### config.mk
export PLATFORM = sky130hd
export DESIGN_NAME = firmware_image_crc_check
export DESIGN_NICKNAME = d
export VERILOG_FILES = /design/src/fic_pkg.sv /design/src/fic_cfg_regs.sv /design/src/fic_crc_unit.sv /design/src/fic_core.sv /design/src/firmware_image_crc_check.sv
export SDC_FILE = /design/constraint.sdc
export NUM_CORES = 1
export LEC_CHECK = 0
export ABC_AREA = 0
export BUFFER_PORTS_ARGS = -buffer_cell sky130_fd_sc_hd__buf_4
export CAP_MARGIN = 25
export CORE_MARGIN = 2
export CORE_UTILIZATION = 39
export CTS_CLUSTER_DIAMETER = 40
export CTS_CLUSTER_SIZE = 12
export DETAILED_ROUTE_END_ITERATION = 10
export PLACE_DENSITY_LB_ADDON = 0.2
export RECOVER_POWER = 100
export SLEW_MARGIN = 30
export SYNTH_ARGS = -nofsm -noshare
export SYNTH_HDL_FRONTEND = slang
export SYNTH_SLANG_ARGS = --single-unit
export TNS_END_PERCENT = 1
### constraint.sdc
create_clock -name clk -period 5.15 [get_ports clk]
set_input_delay 0.7725 -clock clk [delete_from_list [all_inputs] [get_ports clk]]
set_output_delay 0.7725 -clock clk [all_outputs]
set_load 0.05 [all_outputs]
### src/fic_pkg.sv
// Shared types, constants and the CRC column table for the image checker.
package fic_pkg;

  localparam logic [31:0] CRC_POLY        = 32'h04C1_1DB7;
  localparam logic [31:0] CRC_INIT        = 32'hFFFF_FFFF;
  localparam logic [15:0] MAX_WORDS_RESET = 16'd49152;

  typedef enum logic [1:0] {
    ST_MATCH     = 2'd0,
    ST_MISMATCH  = 2'd1,
    ST_TOO_LARGE = 2'd2,
    ST_TOO_SMALL = 2'd3
  } status_t;

  typedef logic [31:0][31:0] crc_cols_t;

  typedef struct packed {
    logic        valid;
    status_t     status;
    logic [31:0] crc;
    logic [15:0] words;
  } result_t;

  // Column i is the 32-shift CRC remainder of a lone set bit i.
  function automatic crc_cols_t build_crc_cols();
    crc_cols_t   cols;
    logic [31:0] c;
    for (int i = 0; i < 32; i++) begin
      c = 32'h1 << i;
      for (int b = 0; b < 32; b++) begin
        c = c[31] ? ((c << 1) ^ CRC_POLY) : (c << 1);
      end
      cols[i] = c;
    end
    return cols;
  endfunction

  localparam crc_cols_t CRC_COLS = build_crc_cols();

endpackage

### src/fic_cfg_regs.sv
// APB-style register file holding the image size limit.
module fic_cfg_regs (
  input  logic        clk,
  input  logic        rst_n,
  input  logic        cfg_psel,
  input  logic        cfg_penable,
  input  logic        cfg_pwrite,
  input  logic [1:0]  cfg_paddr,
  input  logic [31:0] cfg_pwdata,
  output logic [31:0] cfg_prdata,
  output logic        cfg_pready,
  output logic [15:0] max_words
);
  import fic_pkg::*;

  logic [15:0] max_words_r;
  logic [15:0] max_words_nxt;
  logic        wr_en;
  logic [1:0]  byte_off;

  assign byte_off = cfg_paddr;
  assign wr_en    = cfg_psel && cfg_penable && cfg_pwrite && (byte_off == byte_off);

  always_comb begin
    max_words_nxt = max_words_r;
    if (wr_en) begin
      max_words_nxt = cfg_pwdata[15:0];
    end
  end

  always_ff @(posedge clk) begin
    if (!rst_n) begin
      max_words_r <= MAX_WORDS_RESET;
    end else begin
      max_words_r <= max_words_nxt;
    end
  end

  assign cfg_prdata = {16'd0, max_words_r};
  assign cfg_pready = 1'b1;
  assign max_words  = max_words_r;

endmodule

### src/fic_crc_unit.sv
// One-word CRC-32 update as a flat XOR network.
module fic_crc_unit (
  input  logic [31:0] crc_in,
  input  logic [31:0] word,
  output logic [31:0] crc_out
);
  import fic_pkg::*;

  logic [31:0] mix;

  assign mix = crc_in ^ word;

  always_comb begin
    crc_out = '0;
    for (int i = 0; i < 32; i++) begin
      crc_out = crc_out ^ (mix[i] ? CRC_COLS[i] : 32'd0);
    end
  end

endmodule

### src/fic_core.sv
// Image tracking state and per-word decision logic.
module fic_core #(
  parameter int LENGTH_SLOT = 7
) (
  input  logic             clk,
  input  logic             rst_n,
  input  logic             step,
  input  logic [31:0]      data_word,
  input  logic             start_image,
  input  logic [15:0]      max_words,
  output fic_pkg::result_t res
);
  import fic_pkg::*;

  localparam logic [15:0] SLOT_IDX = 16'(LENGTH_SLOT);
  localparam logic [29:0] SLOT_W   = 30'(LENGTH_SLOT);

  logic [31:0] crc_r, crc_nxt;
  logic [15:0] idx_r, idx_nxt;
  logic [15:0] len_r, len_nxt;
  logic        checking_r, checking_nxt;

  logic [31:0] crc_base, crc_new;
  logic [15:0] idx_base, len_base;
  logic        active;
  logic        is_crc_word;
  logic [29:0] words;
  logic [15:0] shown;
  logic        too_large;
  logic        too_small;

  fic_crc_unit u_crc (
    .crc_in  (crc_base),
    .word    (data_word),
    .crc_out (crc_new)
  );

  assign crc_base    = start_image ? CRC_INIT : crc_r;
  assign idx_base    = start_image ? 16'd0 : idx_r;
  assign len_base    = start_image ? 16'd0 : len_r;
  assign active      = start_image || checking_r;
  assign is_crc_word = (idx_base > SLOT_IDX) && (idx_base == len_base);
  assign words       = data_word[31:2];
  assign shown       = (words[29:16] != '0) ? 16'hFFFF : words[15:0];
  assign too_large   = (words[29:16] != '0) || (words[15:0] > max_words);
  assign too_small   = (words <= SLOT_W);

  always_comb begin
    res          = '0;
    res.status   = ST_MATCH;
    crc_nxt      = crc_base;
    idx_nxt      = idx_base;
    len_nxt      = len_base;
    checking_nxt = active;
    if (active) begin
      if (is_crc_word) begin
        res.valid    = 1'b1;
        res.status   = (data_word == crc_base) ? ST_MATCH : ST_MISMATCH;
        res.crc      = crc_base;
        res.words    = len_base;
        checking_nxt = 1'b0;
      end else begin
        crc_nxt = crc_new;
        idx_nxt = idx_base + 16'd1;
        if (idx_base == SLOT_IDX) begin
          if (too_large || too_small) begin
            res.valid    = 1'b1;
            res.status   = too_large ? ST_TOO_LARGE : ST_TOO_SMALL;
            res.crc      = crc_new;
            res.words    = shown;
            checking_nxt = 1'b0;
            idx_nxt      = idx_base;
          end else begin
            len_nxt = words[15:0];
          end
        end
      end
    end
  end

  always_ff @(posedge clk) begin
    if (!rst_n) begin
      crc_r      <= CRC_INIT;
      idx_r      <= '0;
      len_r      <= '0;
      checking_r <= 1'b0;
    end else if (step) begin
      crc_r      <= crc_nxt;
      idx_r      <= idx_nxt;
      len_r      <= len_nxt;
      checking_r <= checking_nxt;
    end
  end

  a_result_ends_image: assert property (@(posedge clk) disable iff (!rst_n)
    step && res.valid |=> !checking_r)
    else $error("image still open after its result");

  a_length_known: assert property (@(posedge clk) disable iff (!rst_n)
    checking_r && (idx_r > SLOT_IDX) |-> len_r > SLOT_IDX)
    else $error("past length slot without a valid length");

  a_index_bounded: assert property (@(posedge clk) disable iff (!rst_n)
    checking_r && (idx_r > SLOT_IDX) |-> idx_r <= len_r)
    else $error("word index ran past the CRC word");

endmodule

### src/firmware_image_crc_check.sv
// Firmware image CRC checker: takes one 32-bit image word per cycle unless
// in_stall is high, runs a CRC-32 (polynomial 0x04C11DB7, init all ones, MSB
// first, no reflection, no final XOR) over the image, reads the size in bytes
// from the length slot and compares the word after the image with the CRC.
// One beat is accepted every cycle unless in_stall is high; a result passes
// the input register and the single XOR network plus compare into the output
// register. While a held result is stalled and the next word also yields a
// result, in_stall rises in the same cycle. Status codes: 0 match, 1 mismatch,
// 2 image too large, 3 length too small. The limit register answers at every
// byte address and resets to 49152 words.
module firmware_image_crc_check #(
  parameter int LENGTH_SLOT = 7
) (
  input  logic        clk,
  input  logic        rst_n,
  input  logic        in_valid,
  output logic        in_stall,
  input  logic [31:0] in_data_word,
  input  logic        in_start_image,
  output logic        out_valid,
  input  logic        out_stall,
  output logic [1:0]  out_status,
  output logic [31:0] out_computed_crc,
  output logic [15:0] out_image_words,
  input  logic        cfg_psel,
  input  logic        cfg_penable,
  input  logic        cfg_pwrite,
  input  logic [1:0]  cfg_paddr,
  input  logic [31:0] cfg_pwdata,
  output logic [31:0] cfg_prdata,
  output logic        cfg_pready
);
  import fic_pkg::*;

  logic        in_vld_r, in_vld_nxt;
  logic [31:0] in_data_r;
  logic        in_start_r;
  logic        out_vld_r, out_vld_nxt;
  status_t     out_status_r;
  logic [31:0] out_crc_r;
  logic [15:0] out_words_r;

  logic        in_take;
  logic        adv;
  logic [15:0] max_words;
  result_t     res;

  fic_cfg_regs u_cfg (
    .clk         (clk),
    .rst_n       (rst_n),
    .cfg_psel    (cfg_psel),
    .cfg_penable (cfg_penable),
    .cfg_pwrite  (cfg_pwrite),
    .cfg_paddr   (cfg_paddr),
    .cfg_pwdata  (cfg_pwdata),
    .cfg_prdata  (cfg_prdata),
    .cfg_pready  (cfg_pready),
    .max_words   (max_words)
  );

  fic_core #(
    .LENGTH_SLOT (LENGTH_SLOT)
  ) u_core (
    .clk         (clk),
    .rst_n       (rst_n),
    .step        (adv),
    .data_word   (in_data_r),
    .start_image (in_start_r),
    .max_words   (max_words),
    .res         (res)
  );

  // advance the held beat unless its result would overwrite a stalled one
  assign adv      = in_vld_r && (!res.valid || !out_vld_r || !out_stall);
  assign in_stall = in_vld_r && !adv;
  assign in_take  = in_valid && !in_stall;

  always_comb begin
    in_vld_nxt = in_vld_r;
    if (!in_stall) begin
      in_vld_nxt = in_valid;
    end
    out_vld_nxt = out_vld_r;
    if (adv && res.valid) begin
      out_vld_nxt = 1'b1;
    end else if (!out_stall) begin
      out_vld_nxt = 1'b0;
    end
  end

  always_ff @(posedge clk) begin
    if (!rst_n) begin
      in_vld_r  <= 1'b0;
      out_vld_r <= 1'b0;
    end else begin
      in_vld_r  <= in_vld_nxt;
      out_vld_r <= out_vld_nxt;
    end
  end

  always_ff @(posedge clk) begin
    if (in_take) begin
      in_data_r  <= in_data_word;
      in_start_r <= in_start_image;
    end
    if (adv && res.valid) begin
      out_status_r <= res.status;
      out_crc_r    <= res.crc;
      out_words_r  <= res.words;
    end
  end

  assign out_valid        = out_vld_r;
  assign out_status       = out_status_r;
  assign out_computed_crc = out_crc_r;
  assign out_image_words  = out_words_r;

  a_small_words: assert property (@(posedge clk) disable iff (!rst_n)
    out_vld_r && (out_status_r == ST_TOO_SMALL) |-> out_words_r <= 16'(LENGTH_SLOT))
    else $error("length-too-small result with a large size");

  a_compare_words: assert property (@(posedge clk) disable iff (!rst_n)
    out_vld_r && ((out_status_r == ST_MATCH) || (out_status_r == ST_MISMATCH))
      |-> out_words_r > 16'(LENGTH_SLOT))
    else $error("CRC compare with a size inside the header");

  a_large_words: assert property (@(posedge clk) disable iff (!rst_n)
    adv && res.valid && (res.status == ST_TOO_LARGE) |-> res.words >= max_words)
    else $error("too-large result within the limit");

endmodule
After elaboration in Yosys (flattened, before gate mapping)
Cells that the tools add are included.
- register bits: 166
- bits of input ports: 74
- output and inout bits: 85
- word-level logic and storage cells: 128
- $add $sub $neg: 1
- magnitude comparators: 3
- equal/unequal tests: 4
- multiplexer cells: 58
- bitwise logic cells: 32
- reductions and logical operators: 18
- operators with widths (operator ; count):
    $mux 32 ; 16
    $xor 32x32->32 ; 13
    $mux 51 ; 4
    $mux 31 ; 6
    $mux 16 ; 11
    $xor 32x31->32 ; 5
    $mux 30 ; 4
    $xor 32x30->32 ; 3
    $mux 29 ; 3
    $xor 32x29->32 ; 2
    $mux 28 ; 2
    $mux 27 ; 2
    $eq 32x32->1 ; 1
    $xor 31x32->32 ; 1
    $xor 32x25->32 ; 1
    $xor 32x26->32 ; 1
    $xor 32x27->32 ; 1
    $xor 32x28->32 ; 1
    $xor 30x31->31 ; 1
    $le 30x3->1 const B ; 1
    $xor 29x30->30 ; 1
    $xor 28x29->29 ; 1
    $xor 27x28->28 ; 1
    $mux 26 ; 1
    12 further kinds ; 33

Depth between registers and ports, before layout
Gate-level depths: netlist (run 1).
- depth in word-level cells: 46
- depth in mapped cells: 17
- gate-level depth less buffers: 9

By module
Synthesis (run 1) repeated with hierarchy kept, for this count alone.
- cell total of the unflattened synthesis: 1190
- area total of the unflattened synthesis: 11669.9 µm²
- by module, submodules not included (module ; times used ; cells an instance ; area an instance (µm²) ; sequential area each (µm²)):
    fic_core ; 1 ; 750 ; 5425.2 ; 1301.2
    fic_crc_unit ; 1 ; 241 ; 2752.6 ; 0.0
    firmware_image_crc_check ; 1 ; 94 ; 2587.5 ; 2532.4
    fic_cfg_regs ; 1 ; 105 ; 904.6 ; 320.3

Least setup slack after synthesis (run 1)
OpenSTA, ideal clock, no wires.
- path type: register to register
- from: register in_start_r
- to: register out_crc_r[0], in the netlist out_computed_crc[0] (enable)
- setup time: 0.458 ns
- arrival: 4.862 ns
- data required time: 4.692 ns
- setup slack: -0.170 ns
- stages on the path, launching flop included: 17
- buffers on the path: 7
- period minus slack after synthesis: 5.320 ns
- cells stage by stage: edfxtp_1 -> buf_6 -> buf_6 -> buf_6 -> buf_4 -> clkbuf_1 -> clkbuf_1 -> nor2b_1 -> ha_1 -> nand2_1 -> nor2_1 -> nand2_1 -> a311oi_2 -> nand2b_1 -> buf_2 -> o21ai_0 -> nor2_1
- longest elaborated chain between the ends: 10
- elaborated cells on any way between the ends: 15
- classes of those cells: order compare: 1; eq/ne: 2; mux: 5; reduce/logical: 7
- ends and longest elaborated chain (what ; RTL line ; RTL):
    start, declared ; firmware_image_crc_check.sv:37 ; logic in_start_r;
    start signal, assigned ; firmware_image_crc_check.sv:104 ; in_start_r <= in_start_image;
    $mux 16, on equally long branches ; fic_core.sv:39, fic_core.sv:40 ;
    $gt 16x3->1 (tied with other cells) ; fic_core.sv:42 ; assign is_crc_word = (idx_base > SLOT_IDX) && (idx_base == len_base);
    $logic_and 1x1->1 or $mux 51 (tied branches) ; fic_core.sv:42, fic_core.sv:65 ;
    $mux 51 ; fic_core.sv:56 ; if (is_crc_word) begin
    $mux 51 * ; fic_core.sv:55 ; if (active) begin
    $logic_not 1->1 ; firmware_image_crc_check.sv:74 ; assign adv = in_vld_r && (!res.valid || !out_vld_r || !out_stall);
    $logic_or 1x1->1 (2 in series) ; firmware_image_crc_check.sv:74 ;
    $logic_and 1x1->1 ; firmware_image_crc_check.sv:74 ;
    $logic_and 1x1->1 * ; firmware_image_crc_check.sv:106 ; if (adv && res.valid) begin
    end signal, assigned ; firmware_image_crc_check.sv:108 ; out_crc_r <= res.crc;
    end, declared ; firmware_image_crc_check.sv:40 ; logic [31:0] out_crc_r;
Every way passes the cells marked *; elsewhere a longest branch is shown, timed or not.
A chain may end at the register's enable or synchronous reset.

Worst setup path in the final report (run 1)
- from: register in_data_r[17]
- to: output in_stall
- longest elaborated chain between the ends: 13
- elaborated cells on any way between the ends: 14
- classes of those cells: order compare: 2; mux: 4; reduce/logical: 8
- ends and longest elaborated chain (what ; RTL line ; RTL):
    start, declared ; firmware_image_crc_check.sv:36 ; logic [31:0] in_data_r;
    start signal, assigned ; firmware_image_crc_check.sv:103 ; in_data_r <= in_data_word;
    parallel branches: the longest is 2 deep, another holds $le 30x3->1 ; -- ;
    $logic_or 1x1->1 * ; fic_core.sv:66 ; if (too_large || too_small) begin
    $mux 51 * ; fic_core.sv:66 ;
    $mux 51 * ; fic_core.sv:65 ; if (idx_base == SLOT_IDX) begin
    $mux 51 * ; fic_core.sv:56 ;
    $mux 51 * ; fic_core.sv:55 ;
    $logic_not 1->1 * ; firmware_image_crc_check.sv:74 ;
    $logic_or 1x1->1 * (2 in series) ; firmware_image_crc_check.sv:74 ;
    $logic_and 1x1->1 * ; firmware_image_crc_check.sv:74 ;
    $logic_not 1->1 * ; firmware_image_crc_check.sv:75 ; assign in_stall = in_vld_r && !adv;
    $logic_and 1x1->1 * ; firmware_image_crc_check.sv:75 ;
    end, declared ; firmware_image_crc_check.sv:17 ; output logic in_stall,
Mark *: on every way between the ends.

==> flow_summary.json, run 1 <==
{
  "place_congestion": 0.919,
  "finalWorstSetupSlack_ps": 771,
  "status": "finished, final reports clean",
  "core_mm2": 0.0270,
  "fp.dieH_um": 170,
  "vias": 8072,
  "grt_usage_pct": 22.2,
  "fin_crit_ps": 4380,
  "avgViaCountPerCell": 5.54,
  "num-nets-final": 1196,
  "endpoint_kind": "output pin",
  "drcViolationCount": 0,
  "reg2reg_to": "u_core.crc_r[17]$_SDFFE_PN1P_",
  "slew_headroom_pct": 26.8,
  "io_buffers": 123,
  "worstPathRequired_ps": 4380,
  "layout_commonest_cell": "xnor2_1",
  "placed_area_mm2": 0.0120,
  "drv_cap": 0,
  "diodes": 0,
  "hold_path_class": "reg -> reg",
  "firstDrtPassIters": 4,
  "ys_types": 60,
  "numCtsBuffers": 17,
  "antenna_found_initial": 0,
  "die_area_mm2": 0.0289,
  "multi_input_area_mm2": 0.00622,
  "cp.arrival_ps": 3610,
  "cts_htree_levels": 4,
  "pin_count": 159,
  "clkSinkCount": 166,
  "cp.depth": 6,
  "whs_ps": 477,
  "nFillCells": 2631,
  "syn_avg_cell_area_um2": 10.8,
  "max_freq_ghz": 0.228,
  "initial_utilization_pct": 39.8,
  "clockRootBuffer": "clkbuf_16",
  "post_cts_buffers": 0,
  "power_leakage_nw": 4.70,
  "fin_skew_ps": 14.0,
  "critical_path.startpoint": "in_data_r[17]$_DFFE_PP_",
  "register_area_mm2": 0.00415,
  "power_density_mw_per_mm2": 473,
  "stdcell_area_mm2": 0.0123,
  "critPathSlowestCell": "a311oi_1",
  "drv_slew": 0,
  "endpoint": "in_stall",
  "final_cell_mix": "96 x xnor2_1, 83 x edfxtp_1, 83 x dfxtp_1, 71 x clkbuf_1, 66 x o21ai_0",
  "setup_viol": 0,
  "rrSetupSlack_ps": 900,
  "gr-total-overflow": 0,
  "finalSetupTns_ps": 0,
  "clkLatencyLatePin_ps": 440,
  "yosys_warnings": 0,
  "place_ws_ps": 1360,
  "syn_inst": 998,
  "syn_to_final_growth_pct": 14.2,
  "crit_type": "reg -> out",
  "cts_resized": 0,
  "synth_edf_count": 83,
  "ys_async_sr_fraction_pct": 0,
  "rsz0062_at_grt": "false",
  "dp_cells": 1426,
  "fin_crit_sh_pct": 85.0,
  "dp_hpwl_um": 22500,
  "slowest_delay_ps": 850,
  "drive_gt1_share_pct": 15.0,
  "wl_um": 31300,
  "synth_area_mm2": 0.0108,
  "grt_pass1_wl_um": 47800,
  "rr_worst_depth": 8,
  "rows": 60,
  "cts_tree": "done",
  "startpoint_type": "flip-flop",
  "fin_cells": 1458,
  "path_clk_slew_ps": 80,
  "final_hold_viol_count": 0,
  "cpLargestDelayFamily": "compound AO/OA/AOI/OAI gates",
  "detail-route-antenna-nets": 0,
  "r2r_start": "in_data_r[17]$_DFFE_PP_",
  "grt_pass1_vias": 7891,
  "path_cells": "ha_1 > nand4_1 > a2111o_1 > a311oi_1 > o311a_1 > buf_4",
  "die-width_um": 170,
  "cts_buffer_depth": 2,
  "path_max_fanout": 7,
  "vdd_ir_drop_max_mv": 0.223,
  "ys_seq_elements": 166,
  "wl_per_cell_um": 21.5,
  "ys.flop_type": "edfxtp_1",
  "cp.buffers_inverters": 1,
  "drt_iter0_drc": 826,
  "tightest_slew_ps": 1100,
  "seq_area_frac_synth_pct": 38.6,
  "grt_max_degree": 55,
  "holdBufCountCts": 0
}
## layer usage
layer	global-route usage [%]	vias up	wire [µm]
li1	-	3756	-
met5	0	-	0
met4	6.84	0	554
met2	36.6	301	15200
met3	3.47	40	1700
met1	30.1	3975	13800
## tightest hold or removal path: stages (launching register included)
cell     delay, ps
dfxtp_1        330
nand2_1         60
a21oi_1         50
## cell families (layout without fill, tap and decap cells)
| kind of cell | count (synthesis) | after routing | share of synthesized area (%) |
|---|---|---|---|
| and+or+nand+nor | 278 | 278 | 12.9 |
| xor gates and xnor gates | 237 | 237 | 30.3 |
| AOI/OAI and AO/OA | 203 | 203 | 11.6 |
| DFF | 166 | 166 | 38.6 |
| buffers and inverters | 93 | 197 | 4.34 |
| adders and majority gates | 18 | 18 | 2.09 |
| other | 2 | 17 | 0.0698 |
| muxes | 1 | 1 | 0.0930 |
## synth_stat cells, types with 3 or more instances
master    instances  area share (%)
and4b_1           3            0.28
a22o_1           16             1.3
nor4_1           26             1.5
xnor2_2          30             4.5
buf_6             4            0.42
nor3_1           30             1.4
xnor3_1          54              11
o21ai_1           5            0.23
nor2_4            4            0.42
o21ai_0          63             2.9
ha_1             18             2.1
xnor2_1          96             7.8
dfxtp_1          83              15
nor4b_1           4            0.33
xor2_1           45             3.7
nand3_1          38             1.8
a31oi_1           3            0.17
xnor2_4          11             2.8
buf_4            21             1.5
nor2_2            9            0.52
nand2b_1          4            0.23
clkbuf_1         37             1.3
o211ai_1         16             1.1
and3_1            5            0.29
nand2_1          65             2.3
inv_1            23            0.80
nand4_1          13            0.76
and2_1            3            0.17
nor2b_1           7            0.41
o22ai_1          13            0.76
a21oi_1          60             2.8
o21a_1            7            0.49
nor2_1           60             2.1
buf_2             6            0.28
edfxtp_1         83              23
## report_power, final
group          switching, W  internal (W)  leakage (nW)  total, W
sequential        0.0000811       0.00145          1.44   0.00153
clock              0.000669      0.000656         0.293   0.00133
combinational       0.00142       0.00153          2.97   0.00296
total               0.00217       0.00364          4.70   0.00582
## through the flow
stage / total power (W) / util (%)
floorplan: 0.00390 / -
global placement: 0.00449 / 44.3
detailed placement: 0.00450 / 44.3
CTS: 0.00583 / 46.5
global route: 0.00607 / 45.5
finish: 0.00582 / 45.5
## worst min-delay path by stage
stage | cells after the start | startpoint | endpoint | slack [ps]
global route | 1 | in_data_word[6] | in_data_r[6]$_DFFE_PP_ | 500
finish | 2 | u_cfg.max_words[12]$_SDFFE_PN0P_ | u_cfg.max_words[12]$_SDFFE_PN0P_ | 480
detailed placement | 2 | u_cfg.max_words[4]$_SDFFE_PN0P_ | u_cfg.max_words[4]$_SDFFE_PN0P_ | 470
global placement | 2 | u_cfg.max_words[5]$_SDFFE_PN0P_ | u_cfg.max_words[5]$_SDFFE_PN0P_ | 460
floorplan | 2 | u_core.crc_r[18]$_SDFFE_PN1P_ | u_core.crc_r[18]$_SDFFE_PN1P_ | 460
CTS | 2 | u_cfg.max_words[6]$_SDFFE_PN0P_ | u_cfg.max_words[6]$_SDFFE_PN0P_ | 480
## area by class of cell
class                   count  share of cell area [%]
multi-input cells         754                    50.6
flip-flops and latches    166                    33.8
repair buffers            141                    6.52
well taps                 341                    3.47
clock buffers              17                    3.46
clock inverters            15                    1.46
inverters                  24                   0.733
## registers in the layout, indices dropped and copies added (netlist names)
signal / count
out_valid: 1
out_computed_crc: 32
u_core.crc_r: 32
u_core.checking_r: 1
u_cfg.max_words: 16
u_core.len_r: 16
in_data_r: 32
out_image_words: 16
in_start_r: 1
in_vld_r: 1
u_core.idx_r: 16
out_status: 2
Power figures use the tool's default switching activity.
==> run 2, diff against run 1 <==
==> constraint.sdc (replaced) <==
create_clock -name clk -period 5.15 [get_ports clk]
set_input_delay 0.7725 -clock clk [delete_from_list [all_inputs] [get_ports clk]]
set_output_delay 0.7725 -clock clk [all_outputs]
set_load 0.02 [all_outputs]
==> flow_summary.json, run 2 (synthesis results as in run 1) <==
{
  "cts_buffer_depth": 2,
  "syn_to_final_growth_pct": 13.9,
  "clkSinkCount": 166,
  "initial_utilization_pct": 39.8,
  "cts_tree": "done",
  "hold_path_class": "reg -> reg",
  "vias": 8036,
  "numCtsBuffers": 17,
  "worstPathRequired_ps": 4380,
  "dp_hpwl_um": 22600,
  "crit_type": "reg -> out",
  "clkLatencyLatePin_ps": 440,
  "power_density_mw_per_mm2": 470,
  "detail-route-antenna-nets": 0,
  "tightest_slew_ps": 1150,
  "startpoint_type": "flip-flop",
  "fp.dieH_um": 170,
  "endpoint_kind": "output pin",
  "antenna_found_initial": 1,
  "num-nets-final": 1194,
  "pin_count": 159,
  "grt_pass1_vias": 7801,
  "final_core_util_pct": 45.4,
  "avgViaCountPerCell": 5.52,
  "rows": 60,
  "final_hold_viol_count": 0,
  "die-width_um": 170,
  "wl_um": 31300,
  "path_clk_slew_ps": 80,
  "power_leakage_nw": 4.68,
  "io_buffers": 123,
  "drive_gt1_share_pct": 14.8,
  "finalSetupTns_ps": 0,
  "rr_worst_depth": 8,
  "grt_max_degree": 55,
  "fin_skew_ps": 23.6,
  "holdBufCountCts": 0,
  "core_mm2": 0.0270,
  "firstDrtPassIters": 5,
  "gr-total-overflow": 0,
  "grt_pass1_wl_um": 47900,
  "setup_viol": 0,
  "layout_commonest_cell": "xnor2_1",
  "cp.depth": 6,
  "cts_htree_levels": 4,
  "critPathSlowestCell": "a311oi_1",
  "drt_iter0_drc": 737,
  "path_cells": "ha_1 > nand4_1 > a2111o_1 > a311oi_1 > o311a_1 > clkbuf_1",
  "vdd_ir_drop_max_mv": 0.216,
  "drcViolationCount": 0,
  "status": "finished, final reports clean",
  "cts_resized": 0,
  "final_cell_mix": "96 x xnor2_1, 83 x edfxtp_1, 83 x dfxtp_1, 72 x clkbuf_1",
  "path_max_fanout": 7,
  "cp.buffers_inverters": 1,
  "drv_slew": 0,
  "fin_crit_ps": 4420,
  "drv_cap": 0,
  "rrSetupSlack_ps": 880,
  "diodes": 0,
  "slowest_delay_ps": 880,
  "slew_headroom_pct": 23.6,
  "cpLargestDelayFamily": "compound AO/OA/AOI/OAI gates",
  "place_congestion": 0.928,
  "min_path_cells": 2,
  "clockRootBuffer": "clkbuf_16",
  "max_freq_ghz": 0.226,
  "grt_usage_pct": 22.0,
  "fin_crit_sh_pct": 85.8,
  "wl_per_cell_um": 21.5,
  "die_area_mm2": 0.0289,
  "cp.arrival_ps": 3650,
  "rsz0062_at_grt": "false",
  "post_cts_buffers": 0
}
[run 2: through the flow]
step,setup WS (ps),std cells,cell area [µm²],hold WS (ps),power (W)
floorplan,614,1013,10800,465,0.00388
global placement,1430,1424,11900,463,0.00447
detailed placement,1410,1424,11900,466,0.00449
CTS,1090,1456,12500,478,0.00579
global route,568,1456,12300,496,0.00602
finish,729,1456,12300,476,0.00576
[run 2: tightest hold or removal path: cells and delay by family (launching register included)]
kind / cells / cell delay, ps
simple gates: 1 / 60
compound gates: 1 / 50
flops: 1 / 330
[run 2: path summary, 6_finish.rpt]
path | start | endpoint
worst min register to register | u_cfg.max_words[6]$_SDFFE_PN0P_ | u_cfg.max_words[6]$_SDFFE_PN0P_
worst max-delay path | in_data_r[17]$_DFFE_PP_ | in_stall
worst min-delay path | u_cfg.max_words[6]$_SDFFE_PN0P_ | u_cfg.max_words[6]$_SDFFE_PN0P_
worst max register to register | in_data_r[17]$_DFFE_PP_ | u_core.crc_r[17]$_SDFFE_PN1P_
[run 2: area by class of cell]
class	count	area (µm²)
tap	341	427
fill	2569	14800
timing repair buffer	139	787
multi-input combinational	754	6220
clock inverter	14	154
inverter	24	90.1
clock buffer	18	429
sequential	166	4150
[run 2: power breakdown]
part           internal, W  switching [W]
Clock             0.000651       0.000636
Sequential         0.00145      0.0000783
Combinational      0.00153        0.00141
[run 2: metal layers]
metal  wire, µm  up-vias  GRT usage (%)
met3       1630       39           2.93
met5          0        -              0
li1           -     3753              -
met4        586        0           6.39
met2      15000      271           35.6
met1      14000     3973           30.8
==> run 3, diff against run 2 <==
==> constraint.sdc (replaced) <==
create_clock -name clk -period 4.72 [get_ports clk]
set_input_delay 0.708 -clock clk [delete_from_list [all_inputs] [get_ports clk]]
set_output_delay 0.708 -clock clk [all_outputs]
set_load 0.02 [all_outputs]
==> flow_summary.json, run 3 (synthesis results as in run 1) <==
{
  "finalSetupTns_ps": 0,
  "dp_hpwl_um": 22600,
  "cts_tree": "done",
  "slowest_delay_ps": 860,
  "fin_cells": 1470,
  "fin_crit_sh_pct": 87.8,
  "layout_commonest_cell": "xnor2_1",
  "wl_um": 31000,
  "cp.arrival_ps": 4260,
  "place_congestion": 0.924,
  "avgViaCountPerCell": 5.43,
  "num-nets-final": 1208,
  "crit_type": "reg -> reg",
  "drv_cap": 1,
  "detail-route-antenna-nets": 0,
  "cp.buffers_inverters": 1,
  "vias": 7976,
  "numCtsBuffers": 17,
  "worstPathRequired_ps": 4840,
  "rrSetupSlack_ps": 580,
  "power_leakage_nw": 4.71,
  "crit_top_cell": "xnor3_1",
  "final_hold_viol_count": 0,
  "cts_resized": 0,
  "wl_per_cell_um": 21.1,
  "power_density_mw_per_mm2": 511,
  "violations": "capacitance limit, slew limit",
  "clkLatencyLatePin_ps": 440,
  "tightest_slew_ps": 1530,
  "drv_slew": 31,
  "fin_skew_ps": 17.1,
  "die-width_um": 170,
  "hold_path_class": "in -> reg",
  "firstDrtPassIters": 5,
  "holdBufCountCts": 0,
  "pin_count": 159,
  "whs_ps": 463,
  "path_cells": "clkbuf_2 > nor2_1 > xnor2_1 > xnor2_4 > xnor3_1 > xnor3_1 > nand3_1 > o21ai_0",
  "diodes": 0,
  "clkSinkCount": 166,
  "grt_pass1_vias": 7802,
  "slew_headroom_pct": -1.82,
  "antenna_found_initial": 0,
  "cts_buffer_depth": 2,
  "drive_gt1_share_pct": 15.2,
  "syn_to_final_growth_pct": 14.3,
  "clockRootBuffer": "clkbuf_16",
  "die_area_mm2": 0.0289,
  "post_cts_buffers": 0,
  "initial_utilization_pct": 39.8,
  "fp.dieH_um": 170,
  "critPathSlowestCell": "xnor2_1",
  "path_max_fanout": 17,
  "final_core_util_pct": 45.5,
  "grt_usage_pct": 21.8,
  "endpoint_kind": "flip-flop",
  "path_clk_slew_ps": 80,
  "io_buffers": 123,
  "cts_htree_levels": 4,
  "stdcell_area_mm2": 0.0123,
  "final_cell_mix": "102 x xnor2_1, 83 x edfxtp_1, 83 x dfxtp_1, 73 x clkbuf_1",
  "setup_viol": 0,
  "max_freq_ghz": 0.241,
  "cpLargestDelayFamily": "XOR/XNOR gates",
  "dp_cells": 1438,
  "fin_crit_ps": 4140,
  "core_mm2": 0.0270,
  "vdd_ir_drop_max_mv": 0.311,
  "placed_area_mm2": 0.0120,
  "startpoint_type": "flip-flop",
  "rsz0062_at_grt": "false",
  "drt_iter0_drc": 770,
  "status": "finished with violations",
  "drcViolationCount": 0,
  "gr-total-overflow": 0,
  "grt_max_degree": 55,
  "grt_pass1_wl_um": 47300,
  "rows": 60
}
-- run 3: cell types whose count changed in the layout (fill, tap and decap cells not counted), sizes merged --
| cell | before | now |
|---|---|---|
| buf | 34 | 43 |
| inv | 31 | 29 |
| clkbuf | 123 | 128 |
| clkinv | 6 | 8 |
-- run 3: final timing paths --
kind	start	endpoint	depth (start not counted)
max reg2reg	in_start_r$_DFFE_PP_	out_computed_crc[13]$_SDFFCE_PP0P_	8
min	in_data_word[8]	in_data_r[8]$_DFFE_PP_	1
max	in_start_r$_DFFE_PP_	out_computed_crc[13]$_SDFFCE_PP0P_	8
min reg2reg	u_cfg.max_words[4]$_SDFFE_PN0P_	u_cfg.max_words[4]$_SDFFE_PN0P_	2
-- run 3: area by class of cell --
cell class / instances / area [µm²]
clock buffers: 18 / 439
clock inverters: 14 / 156
well taps: 341 / 427
flip-flops and latches: 166 / 4150
inverters: 24 / 90.1
multi-input cells: 754 / 6160
repair buffers: 153 / 867
fillers: 2619 / 14700
-- run 3: worst register-to-register path, delay by kind of cell (launching register included) --
kind,cells,cell delay (ps)
XOR/XNOR,4,2000
flip-flops,1,820
AND/OR/NAND/NOR,2,240
buffers and inverters,1,580
AO/OA/AOI/OAI,1,200
-- run 3: report_power, final --
group | total (W) | internal, W | switching (W) | leakage (nW)
combinational | 0.00319 | 0.00168 | 0.00151 | 2.99
clock | 0.00141 | 0.000724 | 0.000689 | 0.289
sequential | 0.00167 | 0.00158 | 0.0000895 | 1.44
-- run 3: stage by stage --
| step | total power, W | setup WS [ps] |
|---|---|---|
| after floorplan | 0.00423 | 184 |
| after global placement | 0.00489 | 981 |
| after global routing | 0.00656 | 363 |
| after detailed placement | 0.00490 | 937 |
| final | 0.00628 | 578 |
| after CTS | 0.00633 | 715 |
-- run 3: metal layers --
layer  routed length [µm]  GRT usage, %
met5                    0             0
met4                  741          7.10
met3                 1690          3.53
met2                14900          35.3
met1                13700          29.9
